[config.mk]
export PLATFORM = sky130hd
export DESIGN_NAME = bresenham_line_pixel_writer_flat
export DESIGN_NICKNAME = d
export VERILOG_FILES = /design/src/sv/blpw_pkg.sv /design/src/sv/blpw_if.sv /design/src/sv/blpw_stepper.sv /design/src/sv/bresenham_line_pixel_writer.sv /design/src/flat_wrapper.sv
export SDC_FILE = /design/constraint.sdc
export NUM_CORES = 1
export LEC_CHECK = 0
export BUFFER_PORTS_ARGS = -buffer_cell sky130_fd_sc_hd__clkbuf_2
export CAP_MARGIN = 20
export CELL_PAD_IN_SITES_DETAIL_PLACEMENT = 1
export CELL_PAD_IN_SITES_GLOBAL_PLACEMENT = 1
export CORE_ASPECT_RATIO = 0.6
export CORE_MARGIN = 1.5
export CORE_UTILIZATION = 53
export DETAILED_ROUTE_END_ITERATION = 16
export HOLD_SLACK_MARGIN = 0.1
export PLACE_DENSITY_LB_ADDON = 0.25
export SLEW_MARGIN = 30
export SYNTH_ARGS = -nofsm -noshare
export SYNTH_HDL_FRONTEND = slang
export SYNTH_SLANG_ARGS = --single-unit
export TNS_END_PERCENT = 10
[constraint.sdc]
create_clock -name clock -period 10.7 [get_ports clock]
set_input_delay 2.14 -clock clock [delete_from_list [all_inputs] [get_ports clock]]
set_output_delay 2.14 -clock clock [all_outputs]
set_load 0.1 [all_outputs]
[src/sv/blpw_pkg.sv]
// Shared types and constants of the Bresenham line pixel writer.
`default_nettype none

package blpw_pkg;

   localparam int OFFSET_W = 24;
   localparam int COLOR_W  = 16;
   localparam int RES_W    = 12;
   localparam int STRIDE_W = 14;
   localparam int CSR_IDX_W  = 2;
   localparam int CSR_DATA_W = 14;

   localparam logic [RES_W-1:0]    X_RES_RESET  = 12'd640;
   localparam logic [RES_W-1:0]    Y_RES_RESET  = 12'd480;
   localparam logic [STRIDE_W-1:0] STRIDE_RESET = 14'd1280;

   typedef enum logic [CSR_IDX_W-1:0] {
      CSR_X_RES  = 2'd0,
      CSR_Y_RES  = 2'd1,
      CSR_STRIDE = 2'd2
   } blpw_csr_type;

   typedef enum logic {
      ACT_START   = 1'b0,
      ACT_ADVANCE = 1'b1
   } blpw_action_type;

   // per-item control that travels with the pixel coordinates
   typedef struct packed {
      logic vld;     // stage holds an item
      logic rvalid;  // result carries a pixel
      logic last;    // pixel is the line's end point
   } blpw_ctl_type;

endpackage

`default_nettype wire

[src/sv/blpw_if.sv]
// Handshake channel interfaces: draw requests, pixel results, register writes.
`default_nettype none

interface blpw_req_if #(
   parameter int COORD_BITS = 12
);
   logic                  valid;
   logic                  ready;
   logic                  action;
   logic [COORD_BITS-1:0] x_start;
   logic [COORD_BITS-1:0] y_start;
   logic [COORD_BITS-1:0] x_end;
   logic [COORD_BITS-1:0] y_end;
   logic [15:0]           line_color;

   modport source (output valid, action, x_start, y_start, x_end, y_end, line_color,
                   input ready);
   modport sink   (input valid, action, x_start, y_start, x_end, y_end, line_color,
                   output ready);
endinterface

interface blpw_rsp_if;
   logic        valid;
   logic        ready;
   logic [23:0] pixel_offset;
   logic [15:0] pixel_color;
   logic        write_enable;
   logic        last_pixel;
   logic        result_valid;

   modport source (output valid, pixel_offset, pixel_color, write_enable, last_pixel,
                   result_valid, input ready);
   modport sink   (input valid, pixel_offset, pixel_color, write_enable, last_pixel,
                   result_valid, output ready);
endinterface

interface blpw_csr_if;
   logic        valid;
   logic        ready;
   logic [1:0]  index;
   logic [13:0] data;

   modport source (output valid, index, data, input ready);
   modport sink   (input valid, index, data, output ready);
endinterface

`default_nettype wire

[src/sv/blpw_stepper.sv]
// Bresenham line state and step logic; its registers form the first pipe stage.
`default_nettype none

module blpw_stepper
   import blpw_pkg::*;
#(
   parameter int COORD_BITS = 12
) (
   input  wire                         clock,
   input  wire                         reset,
   input  wire                         stage_move,
   input  wire                         item_valid,
   input  wire                         action,
   input  wire  [COORD_BITS-1:0]       x_start,
   input  wire  [COORD_BITS-1:0]       y_start,
   input  wire  [COORD_BITS-1:0]       x_end,
   input  wire  [COORD_BITS-1:0]       y_end,
   input  wire  [COLOR_W-1:0]          line_color,
   output logic [COORD_BITS-1:0]       cur_x,
   output logic [COORD_BITS-1:0]       cur_y,
   output logic [COLOR_W-1:0]          cur_color,
   output blpw_ctl_type                ctl
);

   localparam int C  = COORD_BITS;
   localparam int EW = COORD_BITS + 2;   // error term stays within +-1.5 * 2^C

   logic [C-1:0]         cx_ff, cx_in, cy_ff, cy_in, tx_ff, tx_in, ty_ff, ty_in;
   logic [C-1:0]         adx_ff, adx_in;
   logic signed [C:0]    nady_ff, nady_in;
   logic signed [EW-1:0] err_ff, err_in;
   logic [1:0]           dirs_ff, dirs_in;
   logic [COLOR_W-1:0]   color_ff, color_in;
   logic                 active_ff, active_in;
   blpw_ctl_type         ctl_ff, ctl_in;

   logic                 accept, start, load;
   logic signed [C:0]    dx, dy, adx_w, ady_w, nady_w;
   logic signed [EW:0]   e2, nady_e2, adx_e2;
   logic signed [EW-1:0] nady_e, adx_e, err_start, err_adv;
   logic                 step_x, step_y, last;
   logic [C-1:0]         x_adv, y_adv;

   assign accept = stage_move && item_valid;
   assign start  = (action == ACT_START);
   assign load   = accept && (start || active_ff);

   always_comb begin
      dx     = {x_end[C-1], x_end} - {x_start[C-1], x_start};
      dy     = {y_end[C-1], y_end} - {y_start[C-1], y_start};
      adx_w  = dx[C] ? -dx : dx;
      ady_w  = dy[C] ? -dy : dy;
      nady_w = -ady_w;

      nady_e  = {{(EW-C-1){nady_ff[C]}}, nady_ff};
      adx_e   = {{(EW-C){1'b0}}, adx_ff};
      e2      = {err_ff, 1'b0};
      nady_e2 = {nady_e[EW-1], nady_e};
      adx_e2  = {1'b0, adx_e};
      step_x  = (e2 >= nady_e2);
      step_y  = (e2 <= adx_e2);
      err_adv = err_ff + (step_x ? nady_e : '0) + (step_y ? adx_e : '0);
      x_adv   = cx_ff + (step_x ? (dirs_ff[0] ? {C{1'b1}} : C'(1)) : '0);
      y_adv   = cy_ff + (step_y ? (dirs_ff[1] ? {C{1'b1}} : C'(1)) : '0);

      // -|dy| is sign-extended to the error term width
      err_start = {{(EW-C){1'b0}}, adx_w[C-1:0]} +
                  {{(EW-C-1){nady_w[C]}}, nady_w};

      if (start) begin
         cx_in    = x_start;
         cy_in    = y_start;
         tx_in    = x_end;
         ty_in    = y_end;
         adx_in   = adx_w[C-1:0];
         nady_in  = nady_w;
         dirs_in  = {!(dy > 0), !(dx > 0)};
         err_in   = err_start;
         color_in = line_color;
      end else begin
         cx_in    = x_adv;
         cy_in    = y_adv;
         tx_in    = tx_ff;
         ty_in    = ty_ff;
         adx_in   = adx_ff;
         nady_in  = nady_ff;
         dirs_in  = dirs_ff;
         err_in   = err_adv;
         color_in = color_ff;
      end

      last      = (cx_in == tx_in) && (cy_in == ty_in);
      active_in = !last;

      ctl_in.vld    = item_valid;
      ctl_in.rvalid = item_valid && (start || active_ff);
      ctl_in.last   = item_valid && (start || active_ff) && last;
   end

   always_ff @(posedge clock) begin
      if (reset) begin
         active_ff <= 1'b0;
         ctl_ff    <= '0;
      end else begin
         if (load) begin
            active_ff <= active_in;
         end
         if (stage_move) begin
            ctl_ff <= ctl_in;
         end
      end
      if (load) begin
         cx_ff    <= cx_in;
         cy_ff    <= cy_in;
         tx_ff    <= tx_in;
         ty_ff    <= ty_in;
         adx_ff   <= adx_in;
         nady_ff  <= nady_in;
         dirs_ff  <= dirs_in;
         err_ff   <= err_in;
         color_ff <= color_in;
      end
   end

   assign cur_x     = cx_ff;
   assign cur_y     = cy_ff;
   assign cur_color = color_ff;
   assign ctl       = ctl_ff;

endmodule

`default_nettype wire

[src/sv/bresenham_line_pixel_writer.sv]
// Top level of the Bresenham line pixel writer: registers, pixel address stage, handshakes.
`default_nettype none

// Line rasterizer for a framebuffer. A start item (action 0) loads both
// endpoints and the colour and returns the first pixel; each advance item
// (action 1) returns the next pixel of the line, and an advance with no line
// active returns result_valid 0 with all other fields 0. Every item gives
// exactly one result. The block takes one item per cycle unless an untaken
// result holds rsp; results pass the stepper and output registers. The first
// stage is the Bresenham step update (two compares and up to two adds on the
// error term), the second computes the byte offset x*BYTES_PER_PIXEL +
// y*row_stride_bytes with one variable multiplier and the clipping against
// the visible resolution. Clipped pixels carry write_enable 0 and offset 0.
// The user must write registers through the csr channel only while the block
// is idle; the block does not enforce it. Unknown-index writes are ignored.
module bresenham_line_pixel_writer
   import blpw_pkg::*;
#(
   parameter int COORD_BITS      = 12,
   parameter int BYTES_PER_PIXEL = 2
) (
   input  wire      clock,
   input  wire      reset,
   blpw_req_if.sink req_ch,
   blpw_rsp_if.source rsp_ch,
   blpw_csr_if.sink csr_ch
);

   localparam int C   = COORD_BITS;
   localparam int CW  = (C > RES_W) ? C : RES_W;
   localparam int PYW = C + STRIDE_W;
   localparam int PXW = C + 3;
   localparam int SW  = ((PYW + 1) > OFFSET_W) ? (PYW + 1) : OFFSET_W;

   logic [RES_W-1:0]    xres_ff, yres_ff;
   logic [STRIDE_W-1:0] stride_ff;

   logic                out_vld_ff;
   logic [OFFSET_W-1:0] offset_ff, offset_in;
   logic [COLOR_W-1:0]  color_ff, color_in;
   logic                we_ff, we_in, last_ff, last_in, rvalid_ff, rvalid_in;

   logic                out_move, stage_move;
   logic [C-1:0]        cur_x, cur_y;
   logic [COLOR_W-1:0]  cur_color;
   blpw_ctl_type        ctl;

   logic                vis;
   logic [PYW-1:0]      prod_y;
   logic [PXW-1:0]      prod_x;
   logic [SW-1:0]       sum;

   assign out_move   = !out_vld_ff || rsp_ch.ready;
   assign stage_move = !ctl.vld || out_move;
   assign req_ch.ready = stage_move;
   assign csr_ch.ready = 1'b1;

   blpw_stepper #(
      .COORD_BITS (COORD_BITS)
   ) u_stepper (
      .clock      (clock),
      .reset      (reset),
      .stage_move (stage_move),
      .item_valid (req_ch.valid),
      .action     (req_ch.action),
      .x_start    (req_ch.x_start),
      .y_start    (req_ch.y_start),
      .x_end      (req_ch.x_end),
      .y_end      (req_ch.y_end),
      .line_color (req_ch.line_color),
      .cur_x      (cur_x),
      .cur_y      (cur_y),
      .cur_color  (cur_color),
      .ctl        (ctl)
   );

   always_ff @(posedge clock) begin
      if (reset) begin
         xres_ff   <= X_RES_RESET;
         yres_ff   <= Y_RES_RESET;
         stride_ff <= STRIDE_RESET;
      end else if (csr_ch.valid) begin
         unique case (csr_ch.index)
            CSR_X_RES:  xres_ff   <= csr_ch.data[RES_W-1:0];
            CSR_Y_RES:  yres_ff   <= csr_ch.data[RES_W-1:0];
            CSR_STRIDE: stride_ff <= csr_ch.data[STRIDE_W-1:0];
            default: ;
         endcase
      end
   end

   always_comb begin
      vis = ctl.rvalid && !cur_x[C-1] && !cur_y[C-1] &&
            (CW'(cur_x) < CW'(xres_ff)) && (CW'(cur_y) < CW'(yres_ff));
      prod_y = PYW'(cur_y) * PYW'(stride_ff);
      prod_x = PXW'(cur_x) * PXW'(BYTES_PER_PIXEL);
      sum    = SW'(prod_y) + SW'(prod_x);

      offset_in = vis ? sum[OFFSET_W-1:0] : '0;
      color_in  = ctl.rvalid ? cur_color : '0;
      we_in     = vis;
      last_in   = ctl.last;
      rvalid_in = ctl.rvalid;
   end

   always_ff @(posedge clock) begin
      if (reset) begin
         out_vld_ff <= 1'b0;
      end else if (out_move) begin
         out_vld_ff <= ctl.vld;
      end
      if (out_move) begin
         offset_ff <= offset_in;
         color_ff  <= color_in;
         we_ff     <= we_in;
         last_ff   <= last_in;
         rvalid_ff <= rvalid_in;
      end
   end

   assign rsp_ch.valid        = out_vld_ff;
   assign rsp_ch.pixel_offset = offset_ff;
   assign rsp_ch.pixel_color  = color_ff;
   assign rsp_ch.write_enable = we_ff;
   assign rsp_ch.last_pixel   = last_ff;
   assign rsp_ch.result_valid = rvalid_ff;

endmodule

`default_nettype wire
[src/flat_wrapper.sv]
// flat-port wrapper written by rule: the top's interface ports become plain ports
module bresenham_line_pixel_writer_flat import blpw_pkg::*;
#(
   parameter int COORD_BITS      = 12,
   parameter int BYTES_PER_PIXEL = 2
)
  (clock, reset, req_ch_valid, req_ch_action, req_ch_x_start, req_ch_y_start, req_ch_x_end, req_ch_y_end, req_ch_line_color, req_ch_ready, rsp_ch_valid, rsp_ch_pixel_offset, rsp_ch_pixel_color, rsp_ch_write_enable, rsp_ch_last_pixel, rsp_ch_result_valid, rsp_ch_ready, csr_ch_valid, csr_ch_index, csr_ch_data, csr_ch_ready);
  blpw_req_if #(.COORD_BITS(COORD_BITS)) req_ch_i ();
  blpw_rsp_if rsp_ch_i ();
  blpw_csr_if csr_ch_i ();
  input  wire clock;
  input  wire reset;
  input wire logic [$bits(req_ch_i.valid)-1:0] req_ch_valid;
  input wire logic [$bits(req_ch_i.action)-1:0] req_ch_action;
  input wire logic [$bits(req_ch_i.x_start)-1:0] req_ch_x_start;
  input wire logic [$bits(req_ch_i.y_start)-1:0] req_ch_y_start;
  input wire logic [$bits(req_ch_i.x_end)-1:0] req_ch_x_end;
  input wire logic [$bits(req_ch_i.y_end)-1:0] req_ch_y_end;
  input wire logic [$bits(req_ch_i.line_color)-1:0] req_ch_line_color;
  output wire logic [$bits(req_ch_i.ready)-1:0] req_ch_ready;
  output wire logic [$bits(rsp_ch_i.valid)-1:0] rsp_ch_valid;
  output wire logic [$bits(rsp_ch_i.pixel_offset)-1:0] rsp_ch_pixel_offset;
  output wire logic [$bits(rsp_ch_i.pixel_color)-1:0] rsp_ch_pixel_color;
  output wire logic [$bits(rsp_ch_i.write_enable)-1:0] rsp_ch_write_enable;
  output wire logic [$bits(rsp_ch_i.last_pixel)-1:0] rsp_ch_last_pixel;
  output wire logic [$bits(rsp_ch_i.result_valid)-1:0] rsp_ch_result_valid;
  input wire logic [$bits(rsp_ch_i.ready)-1:0] rsp_ch_ready;
  input wire logic [$bits(csr_ch_i.valid)-1:0] csr_ch_valid;
  input wire logic [$bits(csr_ch_i.index)-1:0] csr_ch_index;
  input wire logic [$bits(csr_ch_i.data)-1:0] csr_ch_data;
  output wire logic [$bits(csr_ch_i.ready)-1:0] csr_ch_ready;
  assign req_ch_i.valid = req_ch_valid;
  assign req_ch_i.action = req_ch_action;
  assign req_ch_i.x_start = req_ch_x_start;
  assign req_ch_i.y_start = req_ch_y_start;
  assign req_ch_i.x_end = req_ch_x_end;
  assign req_ch_i.y_end = req_ch_y_end;
  assign req_ch_i.line_color = req_ch_line_color;
  assign req_ch_ready = req_ch_i.ready;
  assign rsp_ch_valid = rsp_ch_i.valid;
  assign rsp_ch_pixel_offset = rsp_ch_i.pixel_offset;
  assign rsp_ch_pixel_color = rsp_ch_i.pixel_color;
  assign rsp_ch_write_enable = rsp_ch_i.write_enable;
  assign rsp_ch_last_pixel = rsp_ch_i.last_pixel;
  assign rsp_ch_result_valid = rsp_ch_i.result_valid;
  assign rsp_ch_i.ready = rsp_ch_ready;
  assign csr_ch_i.valid = csr_ch_valid;
  assign csr_ch_i.index = csr_ch_index;
  assign csr_ch_i.data = csr_ch_data;
  assign csr_ch_ready = csr_ch_i.ready;
  bresenham_line_pixel_writer #(.COORD_BITS(COORD_BITS), .BYTES_PER_PIXEL(BYTES_PER_PIXEL)) u_core (.clock(clock), .reset(reset), .req_ch(req_ch_i), .rsp_ch(rsp_ch_i), .csr_ch(csr_ch_i));
endmodule
Word-level counts from Yosys, hierarchy flattened
Index checks and enable logic that the tools add are counted.

Bits of input ports: 86. Logic and storage cells: 82. Output and inout port bits: 46. Bits in registers: 191.

Multipliers: 1. Mux-type cells: 13. Reductions and logical operators: 24. $lt $le $gt $ge: 6. Eq/ne operators: 4. Add/sub/neg operators: 11. Bitwise gates (word level): 1.

Operators by type and width (count): $mux W12 (10); $mux W14 (2); $gt A13 B1 Y1 const B (2); $neg A13 Y13 (2); $sub A12 B12 Y13 (2); $add A12 B12 Y12 (2); $add A24 B13 Y24 (1); $eq A12 B12 Y1 (2); $lt A12 B12 Y1 (2); $mul A12 B14 Y24 (1); $ge A15 B13 Y1 (1); $le A15 B13 Y1 (1); $add A13 B13 Y14 (1); $add A14 B12 Y14 (1); $add A14 B14 Y14 (1); $mux W13 (1); $neg A12 Y12 (1); $logic_and A1 B1 Y1 (9); $reduce_and A2 Y1 (4); $logic_not A1 Y1 (7); $logic_or A1 B1 Y1 (3); $eq A2 B1 Y1 const B (1); $eq A2 B2 Y1 const B (1); $logic_not A2 Y1 (1); $not A1 Y1 (1).

Depth between registers and ports, before layout
Depth after elaboration: 7. Gate-level depth with buffers: 25. Mapped depth without buffers: 24.

Modules after synthesis
From an unflattened synthesis, not the netlist that was laid out.

Cell total of the unflattened synthesis: 1999. Area total of the unflattened synthesis: 18895.6 µm².

Modules (own cells, without submodules): blpw_stepper (cells an instance 958, area an instance 9532.9 µm², seq. area each 3233.1 µm², times used 1); bresenham_line_pixel_writer (cells an instance 1041, area an instance 9362.7 µm², seq. area each 2072.0 µm², times used 1).

Worst setup path before layout
OpenSTA, ideal clock, no wires.

Path kind: input-to-reg. Start point: input rsp_ch_ready. End point: register u_core.u_stepper.ctl_ff, in the netlist u_core.u_stepper.ctl[0]. Buffers on the path: 0. Stages: 10. Arrival time: 7.643 ns. Library setup time: 0.102 ns. Path slack: 2.955 ns. Data required time: 10.598 ns. Path through: nor2b_1 nand2_1 nand2_1 a21oi_1 nand2_1 a2111oi_0 or4b_1 nor4_1 nand4b_1 o32ai_1.

Longest elaborated chain between the ends: 2.

Ends and longest elaborated chain: from (decl) (RTL line flat_wrapper.sv:27) `input wire logic [$bits(rsp_ch_i.ready)-1:0] rsp_ch_ready;`; $logic_or A1 B1 Y1 (RTL line bresenham_line_pixel_writer.sv:53) `assign out_move = !out_vld_ff || rsp_ch.ready;`; $logic_or A1 B1 Y1 (RTL line bresenham_line_pixel_writer.sv:54) `assign stage_move = !ctl.vld || out_move;`; named net req_ch_ready (RTL line flat_wrapper.sv:20) `output wire logic [$bits(req_ch_i.ready)-1:0] req_ch_ready;`; to (signal assigned) (RTL line blpw_stepper.sv:109) `ctl_ff <= ctl_in;`; to (decl) (RTL line blpw_stepper.sv:35) `blpw_ctl_type ctl_ff, ctl_in;`.

The timed path passes the listed nets, and every way through them passes these cells. A chain may end at the register's enable or synchronous reset.

Worst setup path after layout
Start point: input req_ch_x_end[0]. End point: register u_core.u_stepper.err_ff[12] (data pin).

Longest elaborated chain between the ends: 5.

Ends and longest elaborated chain: from (decl) (RTL line flat_wrapper.sv:17) `input wire logic [$bits(req_ch_i.x_end)-1:0] req_ch_x_end;`; $sub A12 B12 Y13 (*) (RTL line blpw_stepper.sv:49) `dx = {x_end[C-1], x_end} - {x_start[C-1], x_start};`; $neg A12 Y12 (RTL line blpw_stepper.sv:51) `adx_w = dx[C] ? -dx : dx;`; $mux W12 (*) (RTL line blpw_stepper.sv:51); named net u_core.u_stepper.adx_w[1] (RTL line blpw_stepper.sv:38) `logic signed [C:0] dx, dy, adx_w, ady_w, nady_w;`; $add A13 B13 Y14 (*) (RTL line blpw_stepper.sv:67) `err_start = {{(EW-C){1'b0}}, adx_w[C-1:0]} +`; $mux W14 (*) (RTL line blpw_stepper.sv:70) `if (start) begin`; named net u_core.u_stepper.err_in[12] (RTL line blpw_stepper.sv:31) `logic signed [EW-1:0] err_ff, err_in;`; to (signal assigned) (RTL line blpw_stepper.sv:120) `err_ff <= err_in;`; to (decl) (RTL line blpw_stepper.sv:31).

Mark *: on every way through the listed nets, which the timed path passes. The rest lies on a longest branch.

==> flow_metrics.tcl <==
set metrics [dict create \
    hp-class "register to register" \
    dieArea_um2 35200 \
    syn_area_um2 18100 \
    setup.worst_path.class "input port to register" \
    cts_sinks 191 \
    hold_viol 0 \
    synthArstFlopShare_pct 0 \
    grt_max_degree 65 \
    fp-row-count 52 \
    max_freq_mhz 131 \
    grt_pass1_wl_mm 88.3 \
    start_kind "input port" \
    outcome "completed" \
    vias_per_cell 5.92 \
    finClkSkew_ns 0.0145 \
    leakage_nw 9.03 \
    vias 14700 \
    h-tree-depth 4 \
    crit_path_end_kind "register" \
    cts_buffers 17 \
    drive_gt1_share_pct 10.9 \
    start_util_pct 53.7 \
    boundaryPins 132 \
    dp_hpwl_mm 44.4 \
    synth_edf_count 148 \
    multiInputGateArea_um2 11500 \
    yosys_warnings 0 \
    register_area_um2 5310 \
    routed.top_layer "met4" \
    cts_resized 0 \
    coreArea_um2 33600 \
    drv_slew 0 \
    setup_tns_ns 0 \
    synth_cells 1901 \
    synthFlopType "edfxtp_1" \
    gp_congestion 0.936 \
    clkTransAtPathRegs_ns 0.08 \
    drcViolationCount 0 \
    syn_area_per_cell_um2 9.50 \
    die_w_um 241 \
    setup_violations 0 \
    min_period_ns 7.65 \
    drt-pass1-iter-count 7 \
    cts_hold_buf 0 \
    drv_cap 0 \
    initialDrtViolationCount 1254 \
    die-height_um 146 \
    syn_to_final_growth_pct 9.70 \
    slew_headroom_pct 33.9 \
    antenna_cells 0 \
    worst_ep_arrival_time_ns 7.96 \
    cts_tree "yes" \
    whs_ns 0.437 \
    timing.final.crit_share_pct 71.5 \
    clockRootBuffer "clkbuf_16" \
    post_cts_buffers 0 \
    clk_latency_ns 0.47 \
    ant_nets 0 \
    fillers 3886 \
    cts_buffer_depth 2 \
    synth.distinct_cells 78 \
    wl_met3_mm 4.75 \
    cp.required_ns 11.01 \
    globalRouteOverflowTotal 0 \
    powerDensity_nw_per_um2 223 \
    tightest_slew_ns 0.992 \
    nNetsFinal 2417 \
    ys_seq_elements 191 \
    cp_max_fo 8 \
    wl_met1_mm 27.4 \
    wl_mm 57.2 \
    grt_pass1_vias 15200 \
    rsz0062_at_grt "no" \
    syn_nets 2316 \
    synth-seq-area-share_pct 29.4 \
    numPortBuffers 130 \
    grt_use_total_pct 33.4 \
    wl_met2_mm 24.3 \
    routedWlPerCell_um 23.1 \
    antenna_found_initial 2 \
    ir_drop_uv 135 \
]
layout by cell type, fill, tap and decap left out, types with 8 or more instances in the layout:
| cell type | Yosys | final |
|---|---|---|
| inv_1 | 272 | 271 |
| nand2_1 | 238 | 238 |
| ha_1 | 180 | 180 |
| fa_1 | 149 | 149 |
| edfxtp_1 | 148 | 148 |
| clkbuf_2 | 0 | 129 |
| nor2_1 | 123 | 122 |
| a21oi_1 | 110 | 109 |
| and2_1 | 72 | 72 |
| xnor2_1 | 71 | 71 |
| o21ai_0 | 65 | 65 |
| xor2_1 | 55 | 55 |
| dfxtp_1 | 43 | 43 |
| mux2_2 | 26 | 26 |
| nor3_1 | 25 | 25 |
| nand3_1 | 23 | 23 |
| clkbuf_16 | 0 | 23 |
| nor2b_1 | 19 | 19 |
| a21o_1 | 18 | 18 |
| o21a_1 | 14 | 14 |
| nand2b_1 | 14 | 14 |
| mux2i_1 | 14 | 14 |
| a211oi_1 | 13 | 13 |
| o21bai_1 | 10 | 10 |
| buf_4 | 1 | 10 |
| a31oi_1 | 8 | 8 |
| a211o_1 | 8 | 8 |
worst max-delay path, stage by stage:
cell and delay (ns):
clkbuf_2 0.10, inv_1 0.08, ha_1 0.17, inv_1 0.06, fa_1 0.41, a21o_1 0.23, a21oi_1 0.26, o21bai_1 0.14
a21oi_1 0.26, o21ai_0 0.20, a221o_1 0.37, a2111oi_2 0.62, nor2_1 0.29, mux2_2 0.39, fa_1 0.46, a21o_1 0.18
a21oi_1 0.29, o21ai_0 0.20, a31o_2 0.25, o21ai_0 0.24, nand2b_1 0.09, a21oi_1 0.17, xnor3_1 0.22, o21ai_1 0.15
Yosys cell counts (all sizes together) (4+ instances only):
library cell	number	area, um^2
a21oi	110	551
and3	7	43.8
xor2	56	498
nand3	23	115
o21ai	68	340
ha	180	2250
mux2	26	293
dfxtp	43	861
nor3	26	135
o21a	14	105
o41ai	4	42.6
and2	72	450
or3	7	43.8
edfxtp	148	4440
a31oi	8	50.1
nor2	124	468
o2111ai	5	43.8
clkbuf	53	199
nand3b	7	52.6
inv	272	1020
a211o	8	70.1
a21boi	6	45.1
a2111oi	5	50.0
o22ai	7	43.8
a21o	19	144
o21bai	10	75.1
buf	4	20.0
nand4	8	56.3
o211ai	6	58.8
nand2b	14	87.6
mux2i	14	140
fa	149	2980
nor4	7	43.8
nor2b	20	133
a211oi	13	97.6
xnor2	71	622
or2	7	43.8
nand2	238	893
worst paths after layout:
check	startpoint	to	slack, ns	cells past startpoint
max	req_ch_x_end[0]	u_core.u_stepper.err_ff[12]	3.05	24
min reg2reg	u_core.u_stepper.ctl[0]	u_core.rsp_ch.last_pixel	0.44	0
min	u_core.u_stepper.ctl[0]	u_core.rsp_ch.last_pixel	0.44	0
max reg2reg	u_core.u_stepper.cur_y[1]	u_core.rsp_ch.pixel_offset[22]	3.76	22
state kept, by name (all words and copies together), names as in the netlist, 2 cells and up:
name	flops
u_core.u_stepper.dirs_ff	2
u_core.u_stepper.ty_ff	12
u_core.xres_ff	12
u_core.u_stepper.nady_ff	13
u_core.u_stepper.tx_ff	12
u_core.rsp_ch.pixel_color	16
u_core.yres_ff	12
u_core.u_stepper.err_ff	14
u_core.u_stepper.cur_y	12
u_core.u_stepper.adx_ff	12
u_core.u_stepper.ctl	3
u_core.u_stepper.cur_color	16
u_core.rsp_ch.pixel_offset	24
u_core.u_stepper.cur_x	12
u_core.stride_ff	14
layout make-up:
class	instances	share of cell area, %
well taps	459	2.90
inverters	272	5.16
multi-input cells	1381	58.3
repair buffers	139	3.64
clock buffers	27	3.03
clock inverters	5	0.246
flip-flops and latches	191	26.8
metrics by stage:
| stage | area [um^2] | setup slack [ns] | instances | util, % | power (W) |
|---|---|---|---|---|---|
| 6_report | 19800 | 3.05 | 2474 | 58.9 | 0.00443 |
| 5_1_grt | 19800 | 2.67 | 2474 | 58.9 | 0.00468 |
| 4_1_cts | 19800 | 3.17 | 2474 | 58.9 | 0.00437 |
| 3_5_place_dp | 19200 | 2.72 | 2442 | 57.0 | 0.00359 |
| 3_3_place_gp | 19200 | 3.13 | 2442 | 57.0 | 0.00345 |
| 2_1_floorplan | 18100 | 2.95 | 1901 | - | 0.00283 |
power by group:
| group | total (W) | internal (W) | switching [W] |
|---|---|---|---|
| Sequential | 0.00105 | 0.000926 | 0.000120 |
| Combinational | 0.00267 | 0.00103 | 0.00164 |
| Clock | 0.000716 | 0.000394 | 0.000322 |
per-layer routing:
metal | vias to the layer above | global-route usage [%]
met5 | - | 0
met1 | 7424 | 51.7
li1 | 6534 | -
met4 | 0 | 7.19
met3 | 71 | 5.39
met2 | 629 | 49.1
cell families (layout without fill, tap and decap cells):
logic type	after synthesis	after routing	share of synthesized area (%)
multiplexers	40	40	2.40
AND/OR/NAND/NOR	572	572	14.8
flip-flops	191	191	29.4
AO/OA/AOI/OAI	309	309	11.0
other	1	1	0.0208
buffers and inverters	329	443	6.86
adder cells (fa/ha/maj)	329	329	29.0
XOR/XNOR	130	130	6.57
No activity file was read; power rests on OpenSTA's default activity.
